<file path="config.mk">
export PLATFORM = sky130hd
export DESIGN_NAME = sbma_lane_unit
export DESIGN_NICKNAME = d
export VERILOG_FILES = /design/src/sv/sbma_pkg.sv /design/src/sv/sbma_lane_unit.sv
export SDC_FILE = /design/constraint.sdc
export NUM_CORES = 1
export LEC_CHECK = 0
export ABC_CLOCK_PERIOD_IN_PS = 2000
export BUFFER_PORTS_ARGS = -buffer_cell sky130_fd_sc_hd__buf_4
export CAP_MARGIN = 20
export CORE_MARGIN = 2
export CORE_UTILIZATION = 45
export DETAILED_ROUTE_END_ITERATION = 8
export PLACE_DENSITY_LB_ADDON = 0.12
export SYNTH_ARGS = -nofsm -noshare
export SYNTH_HDL_FRONTEND = slang
export SYNTH_SLANG_ARGS = --single-unit
</file>
<file path="constraint.sdc">
create_clock -name vclk -period 2
set_clock_uncertainty 0.1 [all_clocks]
set_input_delay 0.3 -clock vclk [all_inputs]
set_output_delay 0.3 -clock vclk [all_outputs]
set_load 0.01 [all_outputs]
</file>
<file path="src/sv/sbma_pkg.sv">
// Shared types and codes of the sized byte memory access block.
`default_nettype none

package sbma_pkg;

    localparam logic       CMD_READ  = 1'b0;
    localparam logic       CMD_WRITE = 1'b1;

    localparam logic [1:0] SIZE_BYTE = 2'd0;
    localparam logic [1:0] SIZE_HALF = 2'd1;
    localparam logic [1:0] SIZE_WORD = 2'd2;

    localparam int         SIZE_REG_W     = 17;
    localparam logic [16:0] SIZE_REG_RESET = 17'h10000;

    typedef struct packed {
        logic        command;
        logic [1:0]  access_size;
        logic [31:0] address;
        logic [31:0] write_data;
    } in_item_t;

    typedef struct packed {
        logic [31:0] read_data;
        logic        out_of_range;
    } out_item_t;

    typedef struct packed {
        logic [1:0] size;
        logic [1:0] lane;
        logic       piece;
    } lane_ctrl_t;

endpackage

`default_nettype wire

</file>
<file path="src/sv/sbma_lane_unit.sv">
// Shared byte-lane shift unit: extracts a read value and merges write data into a word.
`default_nettype none

module sbma_lane_unit (
    input  wire sbma_pkg::lane_ctrl_t ctrl,
    input  wire logic [31:0]          word,
    input  wire logic [31:0]          data,
    output logic      [31:0]          merged,
    output logic      [31:0]          rval
);

    logic [4:0]  sh;
    logic [31:0] wm;
    logic [31:0] d;

    always_comb
    begin
        unique case (ctrl.size)
            sbma_pkg::SIZE_BYTE:
            begin
                wm = 32'h0000_00ff;
                sh = ctrl.piece ? 5'd0 : {ctrl.lane, 3'b000};
            end
            sbma_pkg::SIZE_HALF:
            begin
                wm = ctrl.piece ? 32'h0000_00ff : 32'h0000_ffff;
                sh = ctrl.piece ? 5'd0 : {ctrl.lane, 3'b000};
            end
            default:
            begin
                wm = 32'hffff_ffff;
                sh = 5'd0;
            end
        endcase
        d      = ctrl.piece ? {8'd0, data[31:8]} : data;
        merged = (word & ~(wm << sh)) | ((d & wm) << sh);
        rval   = ctrl.piece ? ((word & wm) << 8) : ((word >> sh) & wm);
    end

endmodule

`default_nettype wire

</file>
==> flow_metrics.env <==
export IMPL_result_of_the_run="completed"
export IMPL_dp_slack_ps=-33.7
export IMPL_max_cap_violations=0
export IMPL_timing_final_ws_setup_ps=0.117
export IMPL_critical_path_top_cell_by_count="sky130_fd_sc_hd__buf_12"
export IMPL_number_of_optimization_iterations_in_the_first_detailed_route_pass=5
export IMPL_layout_commonest_cell="sky130_fd_sc_hd__buf_4"
export IMPL_detailed_route_wire_length_per_cell_microns=17.4
export IMPL_nClkBuffers=0
export IMPL_postSynthCellCount=311
export IMPL_critical_path_top_delay_family="simple AND/OR/NAND/NOR gates"
export IMPL_number_of_flip_flops_and_latches=0
export IMPL_fraction_of_the_mapped_netlist_area_in_compound_gates_pct=42.3
export IMPL_muxShareOfSynthArea_pct=20.7
export IMPL_launching_element_type_of_the_critical_path="primary input"
export IMPL_core_area_sq_mm=0.00435
export IMPL_initial_core_util_pct=46.6
export IMPL_io_buffers=133
export IMPL_crit_slowest_cell="sky130_fd_sc_hd__or3b_4"
export IMPL_ir_drop_mv=0.161
export IMPL_power_per_cell_area_mw_per_mm2=265
export IMPL_grt_overflow=0
export IMPL_yosysUniqueCellTypes=34
export IMPL_synthDominantAreaCellType="sky130_fd_sc_hd__mux2i_1"
export IMPL_die_area_sq_mm=0.00507
export IMPL_placementRows=24
export IMPL_final_seq_area_sq_um=0
export IMPL_timing_final_crit_period_ps=2000
export IMPL_crit_path_max_fanout=29
export IMPL_worstHoldPathType="in2out"
export IMPL_post_synth_instance_area_sq_mm=0.00203
export IMPL_area_fraction_of_the_dominant_cell_type_after_synthesis_pct=11.8
export IMPL_route_detailed_drc=0
export IMPL_finish_net_count=506
export IMPL_slew_limit_headroom_pct=61.1
export IMPL_via_per_inst=6.02
export IMPL_globalRouteTotalUtil_pct=29.8
export IMPL_postLayoutCoreUtil_pct=75.3
export IMPL_report_final_setup_viol=0
export IMPL_synth_simple_area_share_pct=26.3
export IMPL_dominant_combinational_cell_family_by_area_after_synthesis="compound AO/OA/AOI/OAI gates"
export IMPL_delay_of_the_slowest_cell_on_the_worst_path_ps=450
export IMPL_syn_mean_instance_area_sq_um=6.53
export IMPL_layout_cells_most_common_list="141 x sky130_fd_sc_hd__buf_4, 52 x sky130_fd_sc_hd__nand2_1, 30 x sky130_fd_sc_hd__a21oi_1"
export IMPL_final_hold_viol_count=0
export IMPL_total_via_count_in_the_routed_design=2934
export IMPL_tightestPinTransition_ps=581
export IMPL_antenna_left=0
export IMPL_hold_slack_ps=816
export IMPL_floorplan_die_height_microns=71.2
export IMPL_dp_final_hpwl_microns=6310
export IMPL_final_max_slew_violation_count=0
export IMPL_yosys_area_share_xor_xnor_pct=0
export IMPL_totalWireLength_microns=8480
export IMPL_register_area_share_after_synthesis_pct=0
export IMPL_yosys_warnings=0
export IMPL_worst_endpoint_required_ps=1600
export IMPL_layoutNonFillerInstCount=487
export IMPL_die_width_microns=71.2
export IMPL_netlist_top_cells_area="sky130_fd_sc_hd__mux2i_1 12%, sky130_fd_sc_hd__nand2_1 9.8%, sky130_fd_sc_hd__mux2_2 8.9%, sky130_fd_sc_hd__nor2b_1 7.7%, sky130_fd_sc_hd__a21oi_1 7.4%"
export IMPL_unrepaired_setup_endpoints_after_global_routing="true"
export IMPL_final_layout_size_suffix_gt1_share_pct=45.1
export IMPL_final_cycle_utilization_of_the_critical_path_pct=100
export IMPL_cellLeakagePower_nw=1.53
export IMPL_setup_tns_ps=0
export IMPL_syn_num_nets=380
export IMPL_maxClockFrequency_ghz=0.500
export IMPL_place_detailed_instances=484
export IMPL_synth_fa_ha_area_share_pct=0
export IMPL_insertedDiodeCount=0
export IMPL_worstSetupPathType="in2out"
export IMPL_area_delta_synth_final_pct=61.6
export IMPL_grt_pass1_wl_microns=12700
export IMPL_gp_congestion=0.924
export IMPL_detailedRoute_firstIterationViolations=301
export IMPL_filler_cell_count=369
export IMPL_cp_arrival_ps=1600
export IMPL_vias_in_the_first_global_route=2541
export IMPL_crit_path_cell_trace="buf_12 > or3b_4 > buf_12 > nor3b_2 > a21oi_1 > o21ai_1 > buf_4"
export IMPL_antenna_found_initial=0
export IMPL_maximum_number_of_pins_on_one_net_before_global_route_repair=52
export IMPL_worst_setup_path_end_kind="output port"
export IMPL_cp_buffers_inverters=3
export IMPL_ioPinCount=133
-- tightest hold or removal path, cell delays in order --
cell	delay [ps]
sky130_fd_sc_hd__buf_4	80
sky130_fd_sc_hd__a2bb2oi_1	50
sky130_fd_sc_hd__o21ai_0	70
sky130_fd_sc_hd__buf_4	120
-- layout make-up --
type	count	area, sq um	share of cell area, %
Inverter	17	63.8	1.95
Tap cell	52	65.1	1.98
Multi-Input combinational cell	265	1880	57.4
Timing Repair Buffer	153	1270	38.6
-- repair_timing --
| item | CTS | global route |
|---|---|---|
| pin swaps | 0 | 9 |
| buffers inserted | 0 | 1 |
| setup endpoints to repair | 12 | 40 |
| cloned | 0 | 2 |
| resized for setup | 2 | 25 |
| hold buffers | 0 | 0 |
-- logic make-up (layout without fill, tap and decap cells) --
group | Yosys count | in the layout
mux | 40 | 40
simple gates | 98 | 99
buf+inv | 47 | 170
compound gates | 126 | 126
-- per-stage QoR --
step / area, sq um / power, W
global route: 3280 / 0.000932
detailed placement: 3130 / 0.000823
CTS: 3140 / 0.000829
floorplan: 2030 / 0.000408
global placement: 3130 / 0.000813
finish: 3280 / 0.000870
-- routing by layer --
layer | GRT usage, % | part of all wire, % | wire (microns) | up-vias
met3 | 2.28 | 8.6 | 727 | 8
met4 | 2.31 | 0.59 | 50 | 0
li1 | - | - | - | 1400
met5 | 0 | 0 | 0 | -
met2 | 47.1 | 47 | 4010 | 161
met1 | 45.6 | 43 | 3690 | 1365
-- path summary, 6_finish.rpt --
kind | to | cells past startpoint | startpoint | slack (ps)
worst min-delay path | merged[25] | 4 | data[25] | 820
worst max-delay path | merged[19] | 7 | ctrl[0] | 0.1
-- synthesized netlist by cell type (2+ instances only) --
cell / count
sky130_fd_sc_hd__a211oi_1: 8
sky130_fd_sc_hd__a21oi_1: 30
sky130_fd_sc_hd__a221oi_2: 8
sky130_fd_sc_hd__a222oi_1: 2
sky130_fd_sc_hd__a22oi_1: 5
sky130_fd_sc_hd__a2bb2oi_1: 16
sky130_fd_sc_hd__a311oi_1: 8
sky130_fd_sc_hd__and2_1: 2
sky130_fd_sc_hd__buf_1: 2
sky130_fd_sc_hd__buf_2: 15
sky130_fd_sc_hd__buf_6: 3
sky130_fd_sc_hd__clkbuf_1: 10
sky130_fd_sc_hd__inv_1: 17
sky130_fd_sc_hd__mux2_2: 16
sky130_fd_sc_hd__mux2i_1: 24
sky130_fd_sc_hd__nand2_1: 53
sky130_fd_sc_hd__nor2_1: 2
sky130_fd_sc_hd__nor2b_1: 25
sky130_fd_sc_hd__nor3_2: 2
sky130_fd_sc_hd__nor3b_1: 6
sky130_fd_sc_hd__o21ai_0: 18
sky130_fd_sc_hd__o21ai_1: 27
-- power breakdown --
part | leakage, nW | switching [W] | internal (W) | total (W)
Combinational | 1.53 | 0.000424 | 0.000446 | 0.000870
Clock | 0 | 0 | 0 | 0
Sequential | 0 | 0 | 0 | 0
Total | 1.53 | 0.000424 | 0.000446 | 0.000870
(Power assumes the default switching activity.)
