`src/sv/sbma_ram.sv`:
```
// Generic single-write, single-read RAM with registered read data.
`default_nettype none

module sbma_ram #(
    parameter int WIDTH = 32,
    parameter int DEPTH = 2,
    localparam int AW = $clog2(DEPTH)
) (
    input  wire logic             clk,
    input  wire logic             wr_en,
    input  wire logic [AW-1:0]    wr_addr,
    input  wire logic [WIDTH-1:0] wr_data,
    input  wire logic             rd_en,
    input  wire logic [AW-1:0]    rd_addr,
    output logic      [WIDTH-1:0] rd_data
);

    logic [WIDTH-1:0] mem [DEPTH];

    always_ff @(posedge clk)
    begin
        if (wr_en)
        begin
            mem[wr_addr] <= wr_data;
        end
        if (rd_en)
        begin
            rd_data <= mem[rd_addr];
        end
    end

endmodule

`default_nettype wire

```
`config.mk`:
```
export PLATFORM = sky130hd
export DESIGN_NAME = sbma_ram
export DESIGN_NICKNAME = d
export VERILOG_FILES = /design/src/sv/sbma_ram.sv
export SDC_FILE = /design/constraint.sdc
export NUM_CORES = 1
export LEC_CHECK = 0
export BUFFER_PORTS_ARGS = -buffer_cell sky130_fd_sc_hd__buf_4
export CELL_PAD_IN_SITES_DETAIL_PLACEMENT = 1
export CELL_PAD_IN_SITES_GLOBAL_PLACEMENT = 2
export CORE_MARGIN = 8
export CORE_UTILIZATION = 41
export CTS_CLUSTER_SIZE = 25
export DETAILED_ROUTE_END_ITERATION = 6
export PLACE_DENSITY = 0.86
export SYNTH_ARGS = -nofsm -noshare
export SYNTH_HDL_FRONTEND = slang
export SYNTH_SLANG_ARGS = --single-unit
```
`constraint.sdc`:
```
create_clock -name clk -period 2.56 [get_ports clk]
set_input_delay 0.384 -clock clk [delete_from_list [all_inputs] [get_ports clk]]
set_output_delay 0.384 -clock clk [all_outputs]
set_load 0.1 [all_outputs]
```
==> impl_metrics.env, run 1 <==
export IMPL_yosys_top_cells_area="edfxtp_1, mux2_4, buf_12"
export IMPL_final_max_slew_viol_count=0
export IMPL_area_growth_pct=23.64
export IMPL_die_h_um=107.6
export IMPL_synth_top_family_by_area="multiplexers"
export IMPL_fp_dieArea_mm2=0.01158
export IMPL_num_vias=1465
export IMPL_status="finished, final reports clean"
export IMPL_cts_root_buf="clkbuf_8"
export IMPL_drive_gt1_share_pct=54.63
export IMPL_ys_warn_count=0
export IMPL_pre_cts_slack_ns=1.013
export IMPL_grt_start_max_net_pins=33
export IMPL_synth_distinct_cells=7
export IMPL_start_util_pct=42.07
export IMPL_cts_max_level=3
export IMPL_syn_area_mm2=0.003440
export IMPL_syn_nets=171
export IMPL_row_count=33
export IMPL_gr_usage_all_layers_pct=10.56
export IMPL_synth_area_per_cell_um2=25.67
export IMPL_postCtsHoldBufs=0
export IMPL_synth_compound_area_share_pct=0
export IMPL_cp_endpoint="rd_data[10]"
export IMPL_r2r_slack_ns=1.66
export IMPL_grt_pass1_vias=1718
export IMPL_final_antenna_net_count=0
export IMPL_path_cells="buf_4"
export IMPL_critPathBufInv=1
export IMPL_crit_fanout=1
export IMPL_clock_latency_ns=0.35
export IMPL_setup_viol=0
export IMPL_cp_slowest_cell="edfxtp_1"
export IMPL_diodes=0
export IMPL_synth_mux_area_share_pct=13.75
export IMPL_final_cell_mix="edfxtp_1, buf_4, mux2_4"
export IMPL_drc=0
export IMPL_worst_setup_path_start_kind="flop"
export IMPL_cts_tree="built"
export IMPL_io_pins=69
export IMPL_r2r_end="rd_data[9]"
export IMPL_clock_path_buffers=2
export IMPL_p_leak_nw=1.618
export IMPL_drt_iter0_drc=27
export IMPL_setup_tns_final_ns=0
export IMPL_numClockSinks=96
export IMPL_reg2reg_depth=1
export IMPL_fin_crit_sh_pct=55.31
export IMPL_avgRoutedWirePerCell_um=18.34
export IMPL_yosysTopAreaCellShare_pct=83.81
export IMPL_antenna_found_initial=0
export IMPL_cap_violations=0
export IMPL_max_stage_delay_ns=0.38
export IMPL_ir_drop_mv=0.4343
export IMPL_synth_cells=134
export IMPL_power_density_mw_per_mm2=811.1
export IMPL_io_buffers=68
export IMPL_setup_slack_ns=1.144
export IMPL_final_common_cell="edfxtp_1"
export IMPL_max_slew_margin_rel_pct=59.41
export IMPL_drt_total_wl_mm=5.888
export IMPL_hold_class="input pin to flop"
export IMPL_grt_pass1_wl_mm=9.170
export IMPL_worstSetupPathType="flop to output port"
export IMPL_tightest_slew_ns=0.6089
export IMPL_fin_crit_ns=1.416
export IMPL_synthXorXnorAreaFrac_pct=0
export IMPL_finalClockSkew_ns=0.008703
export IMPL_path_depth=1
export IMPL_cts_setup_buffers=0
export IMPL_vias_per_cell=4.564
export IMPL_fmax_mhz=706.2
export IMPL_arrival_ns=1.03
export IMPL_reg2reg_from="mem[0][9]"
export IMPL_final_hold_viol_count=0
export IMPL_critPathTopFamily="flip-flops"
export IMPL_critPathRequiredTime_ns=2.18
export IMPL_synth_simple_gate_area_share_pct=0.3638
export IMPL_ys_seq_area_share_pct=83.81
export IMPL_clk_pin_slew_worst_paths_ns=0.09
export IMPL_gr_total_overflow=0
export IMPL_die_w_um=107.6
export IMPL_cp_startpoint="rd_data[10]"
export IMPL_hold_depth=1
export IMPL_post_cts_resized=0
export IMPL_nets=248
export IMPL_synth_seq_cells=96
export IMPL_end_kind="output port"
export IMPL_cts_buffers_inserted=9
export IMPL_routabilityCongestion=0.6735
export IMPL_rsz0062_at_grt="no"
export IMPL_coreArea_mm2=0.008175
export IMPL_synth_fa_ha_area_share_pct=0
export IMPL_firstDrtPassIters=4
export IMPL_synth_top_area_cell="edfxtp_1"
==> worst min-delay path by stage <==
stage / to / startpoint
after floorplan: mem[0][0] / wr_data[0]
after global placement: rd_data[2] / mem[1][2]
after detailed placement: rd_data[0] / mem[0][0]
after CTS: mem[1][7] / wr_data[7]
after global routing: mem[0][31] / wr_data[31]
final: mem[0][31] / wr_data[31]
==> where the power goes <==
part           internal, mW  leakage, nW  switching [mW]
Combinational         0.149        0.601           0.356
Clock                 0.556        0.103           0.500
Sequential             1.86        0.914          0.0333
==> cell usage after synthesis <==
cell	n
nor2b_1	1
and2_1	1
mux2_4	30
buf_6	1
edfxtp_1	96
buf_12	3
mux2_2	2
==> state kept, by name (all words and copies together) (netlist names) <==
register,cells
mem,64
rd_data,32
==> cells by family (layout without fill, tap and decap cells) <==
| family | Yosys count | after routing |
|---|---|---|
| buf+inv | 4 | 86 |
| flops | 96 | 96 |
| mux | 32 | 32 |
| simple gates | 2 | 2 |
==> area by class of cell <==
class | instances | area, um^2
multi-input cells | 34 | 493.0
well taps | 105 | 131.4
fillers | 760 | 3923
clock inverters | 6 | 92.59
repair buffers | 70 | 525.5
flip-flops and latches | 96 | 2883
clock buffers | 10 | 127.6
==> stage by stage <==
stage          instances  util [%]  power [mW]  hold slack (ns)  instance area, um^2
6_report             321     52.02       3.450           0.2195                 4253
2_1_floorplan        134         -       2.297           0.4829                 3440
5_1_grt              321     52.02       3.568           0.1892                 4253
3_5_place_dp         305     49.33       2.438           0.5351                 4033
4_1_cts              321     52.02       3.492           0.1969                 4253
3_3_place_gp         305     49.33       2.420           0.5284                 4033
==> layer usage <==
layer,up-vias,track usage [%],wire length (um)
met5,-,0,0
met4,0,1.487,26
met3,2,5.808,525
met2,53,18.51,3057
met1,726,11.08,2279
li1,684,-,-
Note: power is estimated with default switching activity, not from simulation.
==> run 2: changes to the inputs <==
- clock period: 2.56 -> 1.41 ns (I/O delays scaled with it)
==> impl_metrics.env, run 2 (synthesis gave the netlist of run 1 again) <==
export IMPL_status="finished, final reports clean"
export IMPL_path_cells="buf_4"
export IMPL_critPathRequiredTime_ns=1.20
export IMPL_hold_class="input pin to flop"
export IMPL_io_pins=69
export IMPL_coreArea_mm2=0.008175
export IMPL_gr_usage_all_layers_pct=10.89
export IMPL_avgRoutedWirePerCell_um=18.71
export IMPL_num_vias=1489
export IMPL_r2r_end="rd_data[20]"
export IMPL_postCtsHoldBufs=0
export IMPL_worst_setup_path_start_kind="flop"
export IMPL_path_depth=1
export IMPL_diodes=0
export IMPL_cp_endpoint="rd_data[0]"
export IMPL_final_hold_viol_count=0
export IMPL_end_kind="output port"
export IMPL_cp_startpoint="rd_data[0]"
export IMPL_final_common_cell="edfxtp_1"
export IMPL_fin_crit_ns=1.234
export IMPL_cts_tree="built"
export IMPL_tightest_slew_ns=0.4204
export IMPL_ir_drop_mv=0.6321
export IMPL_firstDrtPassIters=4
export IMPL_antenna_found_initial=0
export IMPL_fp_dieArea_mm2=0.01158
export IMPL_min_from="wr_data[22]"
export IMPL_clock_latency_ns=0.35
export IMPL_critPathBufInv=1
export IMPL_vias_per_cell=4.610
export IMPL_top_regs="mem: 64 flops, rd_data: 32 flops"
export IMPL_fin_crit_sh_pct=87.55
export IMPL_finalClockSkew_ns=0.004827
export IMPL_row_count=33
export IMPL_crit_fanout=1
export IMPL_finalPower_mw=6.107
export IMPL_routabilityCongestion=0.6262
export IMPL_cap_violations=0
export IMPL_regArea_mm2=0.002883
export IMPL_drt_total_wl_mm=6.044
export IMPL_setup_viol=0
export IMPL_max_slew_margin_rel_pct=71.97
export IMPL_use_met1_pct=10.72
export IMPL_r2r_slack_ns=0.48
export IMPL_grt_busiest_layer="met2"
export IMPL_grt_start_max_net_pins=33
export IMPL_p_leak_nw=1.634
export IMPL_cp_slowest_cell="edfxtp_1"
export IMPL_met2_usage_pct=19.34
export IMPL_cts_max_level=3
export IMPL_worstSetupPathType="flop to output port"
export IMPL_area_growth_pct=24.81
export IMPL_die_w_um=107.6
export IMPL_max_stage_delay_ns=0.38
export IMPL_grt_pass1_vias=1719
export IMPL_setup_slack_ns=0.1756
export IMPL_whs_ns=0.03951
export IMPL_post_cts_resized=0
export IMPL_multi_input_area_um2=493.0
export IMPL_top_register="mem"
export IMPL_final_max_slew_viol_count=0
export IMPL_rsz0062_at_grt="no"
export IMPL_pre_cts_slack_ns=0.1736
export IMPL_power_density_mw_per_mm2=1423
export IMPL_start_util_pct=42.07
export IMPL_utilization_pct=52.51
export IMPL_gr_total_overflow=0
export IMPL_final_antenna_net_count=0
export IMPL_dp_hpwl_mm=4.293
export IMPL_cts_buffers_inserted=9
export IMPL_io_buffers=68
export IMPL_cts_root_buf="clkbuf_8"
export IMPL_clk_pin_slew_worst_paths_ns=0.09
export IMPL_fmax_mhz=810.1
export IMPL_numClockSinks=96
export IMPL_drc=0
export IMPL_setup_tns_final_ns=0
export IMPL_reg2reg_from="mem[0][20]"
export IMPL_die_h_um=107.6
export IMPL_critPathTopFamily="flip-flops"
export IMPL_reg2reg_depth=1
export IMPL_clock_path_buffers=2
export IMPL_nets=250
export IMPL_final_cell_mix="edfxtp_1, buf_4, mux2_4"
export IMPL_drt_iter0_drc=39
export IMPL_cts_setup_buffers=0
export IMPL_use_met3_pct=4.431
export IMPL_drive_gt1_share_pct=55.05
export IMPL_arrival_ns=1.02
export IMPL_largest_reg_flops=64
export IMPL_fill_cells=752
export IMPL_grt_pass1_wl_mm=9.218
-- run 2: area by class of cell --
cell class / count / share of cell area [%]
clock inverters: 6 / 1.574
clock buffers: 10 / 2.973
multi-input cells: 34 / 11.48
well taps: 105 / 3.060
repair buffers: 72 / 13.76
flip-flops and latches: 96 / 67.15
-- run 2: per-stage QoR --
step | instances | cell area (um^2)
after floorplan | 134 | 3447
after global placement | 307 | 4098
after detailed placement | 307 | 4098
after CTS | 323 | 4293
after global routing | 323 | 4293
final | 323 | 4293
-- run 2: worst min path at each step --
stage / endpoint / slack [ns] / cells past startpoint
finish: mem[0][22] / 0.04 / 1
global route: mem[0][25] / 0.02 / 1
CTS: mem[0][25] / 0.02 / 1
detailed placement: mem[1][17] / 0.40 / 1
global placement: mem[0][17] / 0.40 / 1
floorplan: mem[0][0] / 0.31 / 0
-- run 2: metal layers --
metal / up-vias / wire [um]
met3: 11 / 488
met5: - / 0
met4: 0 / 89
li1: 689 / -
met1: 740 / 2161
met2: 49 / 3305
-- run 2: power by group --
group          leakage, nW  internal, mW  switching [mW]  total [mW]
Combinational        0.627         0.288           0.650       0.937
Clock               0.0929         0.826           0.912        1.74
Sequential           0.914          3.37          0.0622        3.43
